<file path="config.mk">
export PLATFORM = sky130hd
export DESIGN_NAME = gamepad_button_event_qualifier_core
export DESIGN_NICKNAME = d
export VERILOG_FILES = /design/src/rtl/gbeq_pkg.sv /design/src/rtl/gamepad_button_event_qualifier_core.sv /design/src/rtl/gbeq_tracker.sv /design/src/rtl/gbeq_stepper.sv
export SDC_FILE = /design/constraint.sdc
export NUM_CORES = 2
export LEC_CHECK = 0
export BUFFER_PORTS_ARGS = -buffer_cell sky130_fd_sc_hd__buf_2
export CAP_MARGIN = 20
export CORE_MARGIN = 5
export CORE_UTILIZATION = 65
export DETAILED_ROUTE_END_ITERATION = 16
export PLACE_DENSITY = 0.82
export SYNTH_ARGS = -nofsm -noshare
export SYNTH_HDL_FRONTEND = slang
export SYNTH_SLANG_ARGS = --single-unit
</file>
<file path="constraint.sdc">
create_clock -name clk -period 12.38 [get_ports clk]
set_clock_uncertainty 0.1 [all_clocks]
set_input_delay 0.619 -clock clk [delete_from_list [all_inputs] [get_ports clk]]
set_output_delay 0.619 -clock clk [all_outputs]
set_load 0.02 [all_outputs]
</file>
<file path="src/rtl/gbeq_pkg.sv">
// Package with widths, register map, tracker map and shared types of the qualifier.
package gbeq_pkg;

	// Field widths
	localparam int TIME_W   = 32;
	localparam int WIN_W    = 16;
	localparam int LEVEL_W  = 15;
	localparam int TRIG_W   = 16;
	localparam int BTN_W    = 14;
	localparam int MASK_W   = 16;
	localparam int MODE_W   = 3;
	localparam int STEP_W   = 2;

	// Stream payload widths
	localparam int IN_DATA_W  = 80;
	localparam int OUT_DATA_W = 56;

	// Configuration port
	localparam int ADDR_W = 4;
	localparam logic [ADDR_W-1:0] ADDR_DEBOUNCE = 4'h0;
	localparam logic [ADDR_W-1:0] ADDR_DCLICK   = 4'h4;
	localparam logic [ADDR_W-1:0] ADDR_TRIGGER  = 4'h8;

	localparam logic [WIN_W-1:0]   DEBOUNCE_RESET = 16'd20;
	localparam logic [WIN_W-1:0]   DCLICK_RESET   = 16'd300;
	localparam logic [LEVEL_W-1:0] TRIGGER_RESET  = 15'd8000;

	// Tracker map
	localparam int NUM_TRACKERS = 20;
	localparam int NUM_STEPPERS = 6;
	localparam int TK_VOICE0 = 0;
	localparam int TK_L3     = 4;
	localparam int TK_A      = 5;
	localparam int TK_B      = 6;
	localparam int TK_X      = 7;
	localparam int TK_Y      = 8;
	localparam int TK_R3     = 9;
	localparam int TK_START  = 10;
	localparam int TK_GUIDE  = 11;
	localparam int TK_DPAD0  = 12;
	localparam int TK_M1_B   = 16;
	localparam int TK_M1_Y   = 17;
	localparam int TK_M1_X   = 18;
	localparam int TK_M1_A   = 19;

	// Option modes
	localparam logic [MODE_W-1:0] MODE_ZERO = 3'd0;
	localparam logic [MODE_W-1:0] MODE_ONE  = 3'd1;
	localparam logic [MODE_W-1:0] MODE_TWO  = 3'd2;
	localparam logic [MODE_W-1:0] MODE_LAST = 3'd4;

	// Step codes
	localparam logic [STEP_W-1:0] STEP_NONE   = 2'b00;
	localparam logic [STEP_W-1:0] STEP_PLUS   = 2'b01;
	localparam logic [STEP_W-1:0] STEP_DOUBLE = 2'b10;

	// Status of one tracker after the current tick
	typedef struct packed {
		logic rise;   // accepted rising edge
		logic level;  // debounced level after update
	} trk_status_t;

endpackage

</file>
<file path="src/rtl/gamepad_button_event_qualifier_core.sv">
// Top level of the gamepad button event qualifier: stream ports, config registers, datapath.
//
// Usage:
//  One poll tick enters per transfer on the s_axis channel; tdata carries the timestamp,
//  the present flag, 14 raw buttons and both trigger levels. Each tick yields exactly one
//  result on the m_axis channel: held mask, event pulses, mode, link state and six step
//  deltas. Thresholds and windows sit in three APB registers (0x0 debounce window,
//  0x4 double-click window, 0x8 trigger level); write them only while no tick is pending.
//  A tick is captured into the input register, evaluated against the tracker state in
//  one pass, and its result is held in the result register, which drives m_axis.
//  Throughput: one tick per cycle while m_axis_tready is high. Input and result
//  registers form a two-entry pipeline, so a new tick is taken while a finished result waits.
//  The per-cycle work is bounded by the dependency chain guide tracker, link, start
//  tracker, mode, then d-pad and face trackers, all in one combinational pass.
//  Reset clears all tracker levels and timestamps, the stepper press times, the mode,
//  the link and the present history, and loads the register defaults (20, 300, 8000).
//  When the receiver stalls, the result is held and the pipeline fills; s_axis_tready
//  drops once both stages are occupied.
module gamepad_button_event_qualifier_core (
	input  logic                                 clk,
	input  logic                                 arst_n,
	// Input ticks
	input  logic                                 s_axis_tvalid,
	output logic                                 s_axis_tready,
	// [31:0] tick_time_ms, [32] pad_present, [46:33] button_levels,
	// [62:47] left_trigger_level, [78:63] right_trigger_level, [79] zero
	input  logic [gbeq_pkg::IN_DATA_W-1:0]       s_axis_tdata,
	// Results
	output logic                                 m_axis_tvalid,
	input  logic                                 m_axis_tready,
	// [15:0] held_mask, [31:16] event_pulses, [34:32] mode_now, [35] link_active,
	// [36] link_changed, [38:37] dpad_up_step, [40:39] dpad_down_step,
	// [42:41] dpad_left_step, [44:43] dpad_right_step, [46:45] rate_step,
	// [48:47] order_step, [55:49] zero
	output logic [gbeq_pkg::OUT_DATA_W-1:0]      m_axis_tdata,
	// Configuration
	input  logic                                 psel,
	input  logic                                 penable,
	input  logic                                 pwrite,
	input  logic [gbeq_pkg::ADDR_W-1:0]          paddr,
	input  logic [31:0]                          pwdata,
	output logic [31:0]                          prdata,
	output logic                                 pready
);

	// Configuration registers
	logic [gbeq_pkg::WIN_W-1:0]   debounce_q;
	logic [gbeq_pkg::WIN_W-1:0]   dclick_q;
	logic [gbeq_pkg::LEVEL_W-1:0] trigger_q;
	logic                         cfg_wr;

	assign pready = 1'b1;
	assign cfg_wr = psel && penable && pwrite;

	always_ff @(posedge clk or negedge arst_n) begin
		if (!arst_n) begin
			debounce_q <= gbeq_pkg::DEBOUNCE_RESET;
			dclick_q   <= gbeq_pkg::DCLICK_RESET;
			trigger_q  <= gbeq_pkg::TRIGGER_RESET;
		end else if (cfg_wr) begin
			if (paddr == gbeq_pkg::ADDR_DEBOUNCE) debounce_q <= pwdata[gbeq_pkg::WIN_W-1:0];
			if (paddr == gbeq_pkg::ADDR_DCLICK)   dclick_q   <= pwdata[gbeq_pkg::WIN_W-1:0];
			if (paddr == gbeq_pkg::ADDR_TRIGGER)  trigger_q  <= pwdata[gbeq_pkg::LEVEL_W-1:0];
		end
	end

	// Register readback
	always_comb begin
		prdata = '0;
		if (paddr == gbeq_pkg::ADDR_DEBOUNCE) begin
			prdata = {16'b0, debounce_q};
		end else if (paddr == gbeq_pkg::ADDR_DCLICK) begin
			prdata = {16'b0, dclick_q};
		end else if (paddr == gbeq_pkg::ADDR_TRIGGER) begin
			prdata = {17'b0, trigger_q};
		end
	end

	// Pipeline control: input register and result register
	logic                              valid_s1;
	logic [gbeq_pkg::IN_DATA_W-1:0]    data_s1;
	logic                              out_valid_q;
	logic [gbeq_pkg::OUT_DATA_W-1:0]   out_data_q;
	logic                              advance;
	logic                              in_xfer;

	assign advance       = valid_s1 && (!out_valid_q || m_axis_tready);
	assign s_axis_tready = !valid_s1 || advance;
	assign in_xfer       = s_axis_tvalid && s_axis_tready;

	always_ff @(posedge clk or negedge arst_n) begin
		if (!arst_n) begin
			valid_s1 <= 1'b0;
		end else if (s_axis_tready) begin
			valid_s1 <= s_axis_tvalid;
		end
	end

	always_ff @(posedge clk) begin
		if (in_xfer) data_s1 <= s_axis_tdata;
	end

	// Unpack the tick
	logic [gbeq_pkg::TIME_W-1:0]        now;
	logic                               present;
	logic [gbeq_pkg::BTN_W-1:0]         btn;
	logic signed [gbeq_pkg::TRIG_W-1:0] trig_l;
	logic signed [gbeq_pkg::TRIG_W-1:0] trig_r;
	logic signed [gbeq_pkg::TRIG_W-1:0] trig_thr;
	logic                               trig_l_on;
	logic                               trig_r_on;

	assign now      = data_s1[31:0];
	assign present  = data_s1[32];
	assign btn      = data_s1[46:33];
	assign trig_l   = data_s1[62:47];
	assign trig_r   = data_s1[78:63];
	assign trig_thr = {1'b0, trigger_q};
	assign trig_l_on = trig_l > trig_thr;
	assign trig_r_on = trig_r > trig_thr;

	// Block state
	logic [gbeq_pkg::MODE_W-1:0] mode_q;
	logic                        link_q;
	logic                        was_present_q;

	// Trackers
	logic [gbeq_pkg::NUM_TRACKERS-1:0] trk_cur;
	logic [gbeq_pkg::NUM_TRACKERS-1:0] trk_en;
	logic [gbeq_pkg::NUM_TRACKERS-1:0] trk_rise;
	logic [gbeq_pkg::NUM_TRACKERS-1:0] trk_lvl;
	gbeq_pkg::trk_status_t             trk_status [gbeq_pkg::NUM_TRACKERS];

	// Raw level feeding each tracker
	always_comb begin
		trk_cur = '0;
		trk_cur[gbeq_pkg::TK_VOICE0]     = btn[0];
		trk_cur[gbeq_pkg::TK_VOICE0 + 1] = trig_l_on;
		trk_cur[gbeq_pkg::TK_VOICE0 + 2] = btn[1];
		trk_cur[gbeq_pkg::TK_VOICE0 + 3] = trig_r_on;
		trk_cur[gbeq_pkg::TK_L3]         = btn[2];
		trk_cur[gbeq_pkg::TK_A]          = btn[4];
		trk_cur[gbeq_pkg::TK_B]          = btn[5];
		trk_cur[gbeq_pkg::TK_X]          = btn[6];
		trk_cur[gbeq_pkg::TK_Y]          = btn[7];
		trk_cur[gbeq_pkg::TK_R3]         = btn[3];
		trk_cur[gbeq_pkg::TK_START]      = btn[8];
		trk_cur[gbeq_pkg::TK_GUIDE]      = btn[9];
		trk_cur[gbeq_pkg::TK_DPAD0 + 3:gbeq_pkg::TK_DPAD0] = btn[13:10];
		trk_cur[gbeq_pkg::TK_M1_B]       = btn[5];
		trk_cur[gbeq_pkg::TK_M1_Y]       = btn[7];
		trk_cur[gbeq_pkg::TK_M1_X]       = btn[6];
		trk_cur[gbeq_pkg::TK_M1_A]       = btn[4];
	end

	for (genvar gi = 0; gi < gbeq_pkg::NUM_TRACKERS; gi++) begin : g_trk
		gbeq_tracker u_trk (
			.clk    (clk),
			.arst_n (arst_n),
			.en     (trk_en[gi]),
			.cur    (trk_cur[gi]),
			.now    (now),
			.window (debounce_q),
			.status (trk_status[gi])
		);
		assign trk_rise[gi] = trk_status[gi].rise;
		assign trk_lvl[gi]  = trk_status[gi].level;
	end

	// Link, mode and enables for this tick
	logic                        link_att;
	logic                        link_new;
	logic                        active;
	logic                        start_rise;
	logic [gbeq_pkg::MODE_W-1:0] mode_new;
	logic                        stepping;
	logic                        dpad_en;
	logic                        m1_en;

	always_comb begin
		link_att = link_q;
		if (present && !was_present_q) link_att = 1'b1;
		if (!present && was_present_q) link_att = 1'b0;
		link_new = trk_rise[gbeq_pkg::TK_GUIDE] ? !link_att : link_att;
		active   = present && link_new;

		start_rise = trk_rise[gbeq_pkg::TK_START];
		if (start_rise) begin
			mode_new = (mode_q == gbeq_pkg::MODE_LAST) ? gbeq_pkg::MODE_ZERO
				: mode_q + 3'd1;
		end else begin
			mode_new = mode_q;
		end
		stepping = (mode_new == gbeq_pkg::MODE_ONE) || (mode_new == gbeq_pkg::MODE_TWO);
		dpad_en  = active && !start_rise;
		m1_en    = dpad_en && (mode_new == gbeq_pkg::MODE_ONE);

		trk_en = '0;
		trk_en[gbeq_pkg::TK_R3:gbeq_pkg::TK_VOICE0] = {10{advance && active}};
		trk_en[gbeq_pkg::TK_START] = advance && active;
		trk_en[gbeq_pkg::TK_GUIDE] = advance && present;
		trk_en[gbeq_pkg::TK_DPAD0 + 3:gbeq_pkg::TK_DPAD0] = {4{advance && dpad_en}};
		trk_en[gbeq_pkg::TK_M1_A:gbeq_pkg::TK_M1_B] = {4{advance && m1_en}};
	end

	// Steppers: four d-pad directions, then triangle and square
	logic [gbeq_pkg::NUM_STEPPERS-1:0] step_press;
	logic [gbeq_pkg::STEP_W-1:0]       step_code [gbeq_pkg::NUM_STEPPERS];

	always_comb begin
		step_press[3:0] = trk_rise[gbeq_pkg::TK_DPAD0 + 3:gbeq_pkg::TK_DPAD0] & {4{stepping}};
		step_press[4]   = trk_rise[gbeq_pkg::TK_M1_Y];
		step_press[5]   = trk_rise[gbeq_pkg::TK_M1_X];
	end

	for (genvar gs = 0; gs < gbeq_pkg::NUM_STEPPERS; gs++) begin : g_step
		gbeq_stepper u_step (
			.clk    (clk),
			.arst_n (arst_n),
			.press  (step_press[gs]),
			.now    (now),
			.window (dclick_q),
			.step   (step_code[gs])
		);
	end

	// Result assembly
	logic [gbeq_pkg::MASK_W-1:0]     held;
	logic [gbeq_pkg::MASK_W-1:0]     pulses;
	logic [gbeq_pkg::OUT_DATA_W-1:0] result;

	always_comb begin
		held   = '0;
		pulses = '0;
		if (active) begin
			held[3:0] = trk_lvl[gbeq_pkg::TK_VOICE0 + 3:gbeq_pkg::TK_VOICE0];
			held[4]   = trk_lvl[gbeq_pkg::TK_L3];
			held[5]   = trk_lvl[gbeq_pkg::TK_R3];
			held[6]   = trk_lvl[gbeq_pkg::TK_A];
			held[7]   = trk_lvl[gbeq_pkg::TK_X];
			held[8]   = trk_lvl[gbeq_pkg::TK_Y];
			held[9]   = trk_lvl[gbeq_pkg::TK_B];
			held[13:10] = trk_lvl[gbeq_pkg::TK_DPAD0 + 3:gbeq_pkg::TK_DPAD0];
			held[14]  = trk_lvl[gbeq_pkg::TK_START];
			held[15]  = trk_lvl[gbeq_pkg::TK_GUIDE];

			pulses[9:0]   = trk_rise[gbeq_pkg::TK_R3:gbeq_pkg::TK_VOICE0];
			pulses[13:10] = trk_rise[gbeq_pkg::TK_DPAD0 + 3:gbeq_pkg::TK_DPAD0]
				& {4{!stepping}};
			pulses[14]    = trk_rise[gbeq_pkg::TK_M1_B];
			pulses[15]    = trk_rise[gbeq_pkg::TK_M1_A];
		end

		result = '0;
		result[15:0]  = held;
		result[31:16] = pulses;
		result[34:32] = mode_new;
		result[35]    = link_new;
		result[36]    = link_new != link_q;
		result[38:37] = step_code[0];
		result[40:39] = step_code[1];
		result[42:41] = step_code[2];
		result[44:43] = step_code[3];
		result[46:45] = step_code[4];
		result[48:47] = step_code[5];
	end

	// State update on each processed tick
	always_ff @(posedge clk or negedge arst_n) begin
		if (!arst_n) begin
			mode_q        <= gbeq_pkg::MODE_ZERO;
			link_q        <= 1'b0;
			was_present_q <= 1'b0;
		end else if (advance) begin
			mode_q        <= mode_new;
			link_q        <= link_new;
			was_present_q <= present;
		end
	end

	// Result register
	always_ff @(posedge clk or negedge arst_n) begin
		if (!arst_n) begin
			out_valid_q <= 1'b0;
		end else if (advance) begin
			out_valid_q <= 1'b1;
		end else if (m_axis_tready) begin
			out_valid_q <= 1'b0;
		end
	end

	always_ff @(posedge clk) begin
		if (advance) out_data_q <= result;
	end

	assign m_axis_tvalid = out_valid_q;
	assign m_axis_tdata  = out_data_q;

endmodule

</file>
<file path="src/rtl/gbeq_tracker.sv">
// One time-window debounce tracker with its held level and change timestamp.
module gbeq_tracker (
	input  logic                           clk,
	input  logic                           arst_n,
	input  logic                           en,
	input  logic                           cur,
	input  logic [gbeq_pkg::TIME_W-1:0]    now,
	input  logic [gbeq_pkg::WIN_W-1:0]     window,
	output gbeq_pkg::trk_status_t          status
);

	logic                        level_q;
	logic [gbeq_pkg::TIME_W-1:0] last_q;
	logic [gbeq_pkg::TIME_W-1:0] elapsed;
	logic                        change;

	// Accept a new level once the window has passed (wrapping difference)
	always_comb begin
		elapsed      = now - last_q;
		change       = en && (cur != level_q) &&
			(elapsed >= {{(gbeq_pkg::TIME_W-gbeq_pkg::WIN_W){1'b0}}, window});
		status.rise  = change && cur;
		status.level = change ? cur : level_q;
	end

	always_ff @(posedge clk or negedge arst_n) begin
		if (!arst_n) begin
			level_q <= 1'b0;
			last_q  <= '0;
		end else if (change) begin
			level_q <= cur;
			last_q  <= now;
		end
	end

endmodule

</file>
<file path="src/rtl/gbeq_stepper.sv">
// Press stepper: +1 on a press, -2 when a second press follows inside the window.
module gbeq_stepper (
	input  logic                           clk,
	input  logic                           arst_n,
	input  logic                           press,
	input  logic [gbeq_pkg::TIME_W-1:0]    now,
	input  logic [gbeq_pkg::WIN_W-1:0]     window,
	output logic [gbeq_pkg::STEP_W-1:0]    step
);

	logic [gbeq_pkg::TIME_W-1:0] prev_q;
	logic [gbeq_pkg::TIME_W-1:0] elapsed;
	logic                        dbl;

	// A stored time of zero means no first press pending
	always_comb begin
		elapsed = now - prev_q;
		dbl     = (prev_q != '0) &&
			(elapsed < {{(gbeq_pkg::TIME_W-gbeq_pkg::WIN_W){1'b0}}, window});
		if (!press) begin
			step = gbeq_pkg::STEP_NONE;
		end else if (dbl) begin
			step = gbeq_pkg::STEP_DOUBLE;
		end else begin
			step = gbeq_pkg::STEP_PLUS;
		end
	end

	always_ff @(posedge clk or negedge arst_n) begin
		if (!arst_n) begin
			prev_q <= '0;
		end else if (press) begin
			prev_q <= dbl ? '0 : now;
		end
	end

endmodule

</file>
==> qor.yml <==
pwr:
  leakage_nw: 49.6
  power.density_nw_per_um2: 263
  power_mw: 27.5
  ir_drop_mv: 0.151
timing:
  relSlewSlack: 0.301
  final_hold_viol_count: 0
  setup_viol: 0
  timing.final.crit_share: 0.649
  tns_ps: 0
  rsz0062_at_grt: "false"
  setup_ws_ps: 4350
  fmax_mhz: 124
  min_period_ps: 8030
  slew_viol_final: 0
  tightest_slew_ps: 1050
cells_and_area:
  stdcell_count: 13182
  fin_nets: 12545
  drive_gt1_frac: 0.116
  fillCellCount: 11364
  area_growth_pct: 8.52
placement:
  hpwl_um: 213000
  placed_cells: 12867
  post-place-ws_ps: 4480
  finalWeightedCongestion: 0.973
  io_buffers: 172
yosys:
  netlist_area_um2: 96500
  synth_ff_type: "dfrtp_1"
  synthArstFlopShare: 0.876
  ys_seq_area_frac: 0.275
  postSynthAreaPerCell_um2: 8.83
  yosys_warnings: 0
  synthDistinctLibCells: 114
  synth-edff-count: 128
  syn_inst: 10920
  ys_ff_latch: 1034
global_routing:
  grt_max_degree: 157
  grt_use_total: 0.374
  grt_pass1_vias: 83851
  antenna_found_initial: 19
  grt_pass1_wl_um: 467000
  gr-total-overflow: 0
clocking:
  cts_tree: "done"
  path_clk_slew_ps: 60
  cts_buffers: 115
  cts_resized: 0
  clock_latency_ps: 760
  clockBufferDepth: 3
  cts.sinks: 1034
  htreeDepth: 3
  clockRootBuffer: "clkbuf_16"
routing:
  post_drt_wl_per_cell_um: 23.0
  wirelength_um: 303000
  drc_errors: 0
  first_iter_violations: 7997
  vias_per_cell: 6.60
  firstDrtPassIters: 8
  ant_nets: 0
  vias: 87038
run_status:
  status: "completed"
die:
  fp.dieH_um: 395
  io_pins: 214
  core-area_um2: 148000
  die_area_um2: 156000
  start_util: 0.653
  row_count: 141
  die_w_um: 395
worst_setup_path:
  cp.arrival_ps: 8560
  crit_fanout: 39
  cp-start-kind: "flip-flop"
  crit_required_ps: 12910
  worst_setup_path_end_kind: "flip-flop"
  crit_type: "reg2reg"
min_path:
  hold_class: "in2reg"
job:
  maxCapViolCount: 0
[worst max-delay path, cell delays in order, from the launching register on]
cell and delay [ps]:
edfxtp_1 460, buf_4 590, ha_1 350, nor2b_1 150, o31ai_1 420, a21oi_1 250, nor2_1 150, nor2_1 70
a21o_1 190, a21oi_1 180, xnor2_1 150, ha_1 270, a21oi_1 130, o21ai_0 100, nand2b_1 140, o2111ai_1 130
a2111o_1 370, nor4b_2 290, o2111a_1 240, nand4_2 140, mux2_4 380, nand2_4 440, buf_4 590, and3_1 790
buf_4 430, mux2_2 380
[cell usage in the layout, fill, tap and decap left out, types with 147 or more instances in the layout]
cell and count:
a21o_1 332, inv_1 1151, dfrtp_1 893, ha_1 1248, nand3_1 205, a21oi_1 795, nand4_1 184, xnor2_1 303
mux2_2 623, nor3_1 190, nand2b_1 184, nand2_1 683, buf_2 171, xor2_1 178, mux2i_1 278, buf_4 147
nor2_1 585, o21ai_0 602
[cell usage after synthesis, types with 32 or more instances]
cell / instances / area share
ha_1: 1248 / 0.16
inv_1: 1167 / 0.045
dfrtp_1: 894 / 0.23
a21oi_1: 795 / 0.041
nand2_1: 684 / 0.027
mux2_2: 623 / 0.073
o21ai_0: 602 / 0.031
nor2_1: 586 / 0.023
a21o_1: 332 / 0.026
xnor2_1: 303 / 0.028
mux2i_1: 278 / 0.029
clkbuf_1: 209 / 0.0081
nand3_1: 207 / 0.011
nor3_1: 191 / 0.0099
nand2b_1: 184 / 0.012
nand4_1: 184 / 0.012
xor2_1: 178 / 0.016
nor2b_1: 145 / 0.0094
o21a_1: 142 / 0.011
a211oi_1: 136 / 0.011
edfxtp_1: 128 / 0.040
nor4_1: 128 / 0.0083
o21bai_1: 93 / 0.0072
a31oi_1: 92 / 0.0060
o211ai_1: 90 / 0.0070
and3_1: 71 / 0.0046
and2_1: 61 / 0.0040
o2111ai_1: 59 / 0.0054
or3_1: 59 / 0.0038
o22ai_1: 54 / 0.0035
a2111oi_0: 50 / 0.0045
o31ai_1: 47 / 0.0037
a21boi_0: 46 / 0.0036
and4_1: 44 / 0.0040
buf_2: 41 / 0.0021
buf_4: 39 / 0.0030
o2bb2ai_1: 38 / 0.0035
o31a_1: 35 / 0.0032
or2_2: 34 / 0.0022
mux2_1: 33 / 0.0039
a211o_1: 32 / 0.0029
nor3b_1: 32 / 0.0025
[layout make-up]
cell class                 instances  area [um2]  area share
antenna                            4        10.0   0.0000956
clock buffer                     145        3240      0.0309
clock inverter                    72         883     0.00844
inverter                        1168        4390      0.0419
multi-input combinational       8406       64000       0.611
sequential                      1034       26500       0.253
tap                             1930        2410      0.0231
timing repair buffer             423        3220      0.0308
[power by group]
group	switching, mW	internal, mW
combinational	10.3	7.75
sequential	0.795	4.86
clock	1.57	2.21
[kinds of logic after synthesis]
logic type                 Yosys count  share of synthesized area
other                                2                  0.0000779
xor gates and xnor gates           481                     0.0437
DFF                               1034                      0.275
and+or+nand+nor                   2754                      0.147
buffers and inverters             1502                     0.0629
muxes                              935                      0.106
AOI/OAI and AO/OA                 2938                      0.199
adders and majority gates         1274                      0.167
[timing repair]
item,4_1_cts,5_1_grt
hold endpoints to repair,181,0
hold buffers,87,0
setup buffers,0,0
[path summary, 6_finish.rpt]
check / to / startpoint / depth (start not counted) / slack [ps]
min reg2reg: g_trk[14].u_trk.last_q[30]$_DFFE_PN0P_ / g_trk[14].u_trk.last_q[30]$_DFFE_PN0P_ / 1 / 390
max: g_trk[4].u_trk.last_q[0]$_DFFE_PN0P_ / data_s1[1]$_DFFE_PP_ / 25 / 4350
max in group asynchronous: g_trk[4].u_trk.last_q[26]$_DFFE_PN0P_ / arst_n / 5 / 9000
min in group asynchronous: g_trk[15].u_trk.last_q[27]$_DFFE_PN0P_ / arst_n / 2 / 360
min: dclick_q[3]$_DFFE_PN1P_ / pwdata[3] / 3 / 40
max reg2reg: g_trk[4].u_trk.last_q[0]$_DFFE_PN0P_ / data_s1[1]$_DFFE_PP_ / 25 / 4350
[sequential cells by signal (all words and copies together) (netlist names)]
name	cells
trigger_q	15
g_trk.u_trk.level_q	20
dclick_q	16
mode_q	3
g_step.u_step.prev_q	192
valid_s1	1
m_axis_tvalid	1
data_s1	79
was_present_q	1
g_trk.u_trk.last_q	640
m_axis_tdata	49
debounce_q	16
link_q	1
[per-layer routing]
layer,GRT usage,up-vias,part of all wire
li1,-,40290,-
met1,0.484,41906,0.40
met2,0.585,3833,0.43
met3,0.0759,1001,0.096
met4,0.211,8,0.069
met5,0,-,0.00020
[per-stage QoR]
step | utilization | hold WS, ps | area, um2
after floorplan | - | 223 | 96500
after global placement | 0.674 | 368 | 99500
after detailed placement | 0.674 | 378 | 99500
after CTS | 0.708 | 9.44 | 105000
after global routing | 0.709 | 33.0 | 105000
final | 0.709 | 42.3 | 105000
Note: power is estimated with default switching activity, not from simulation.
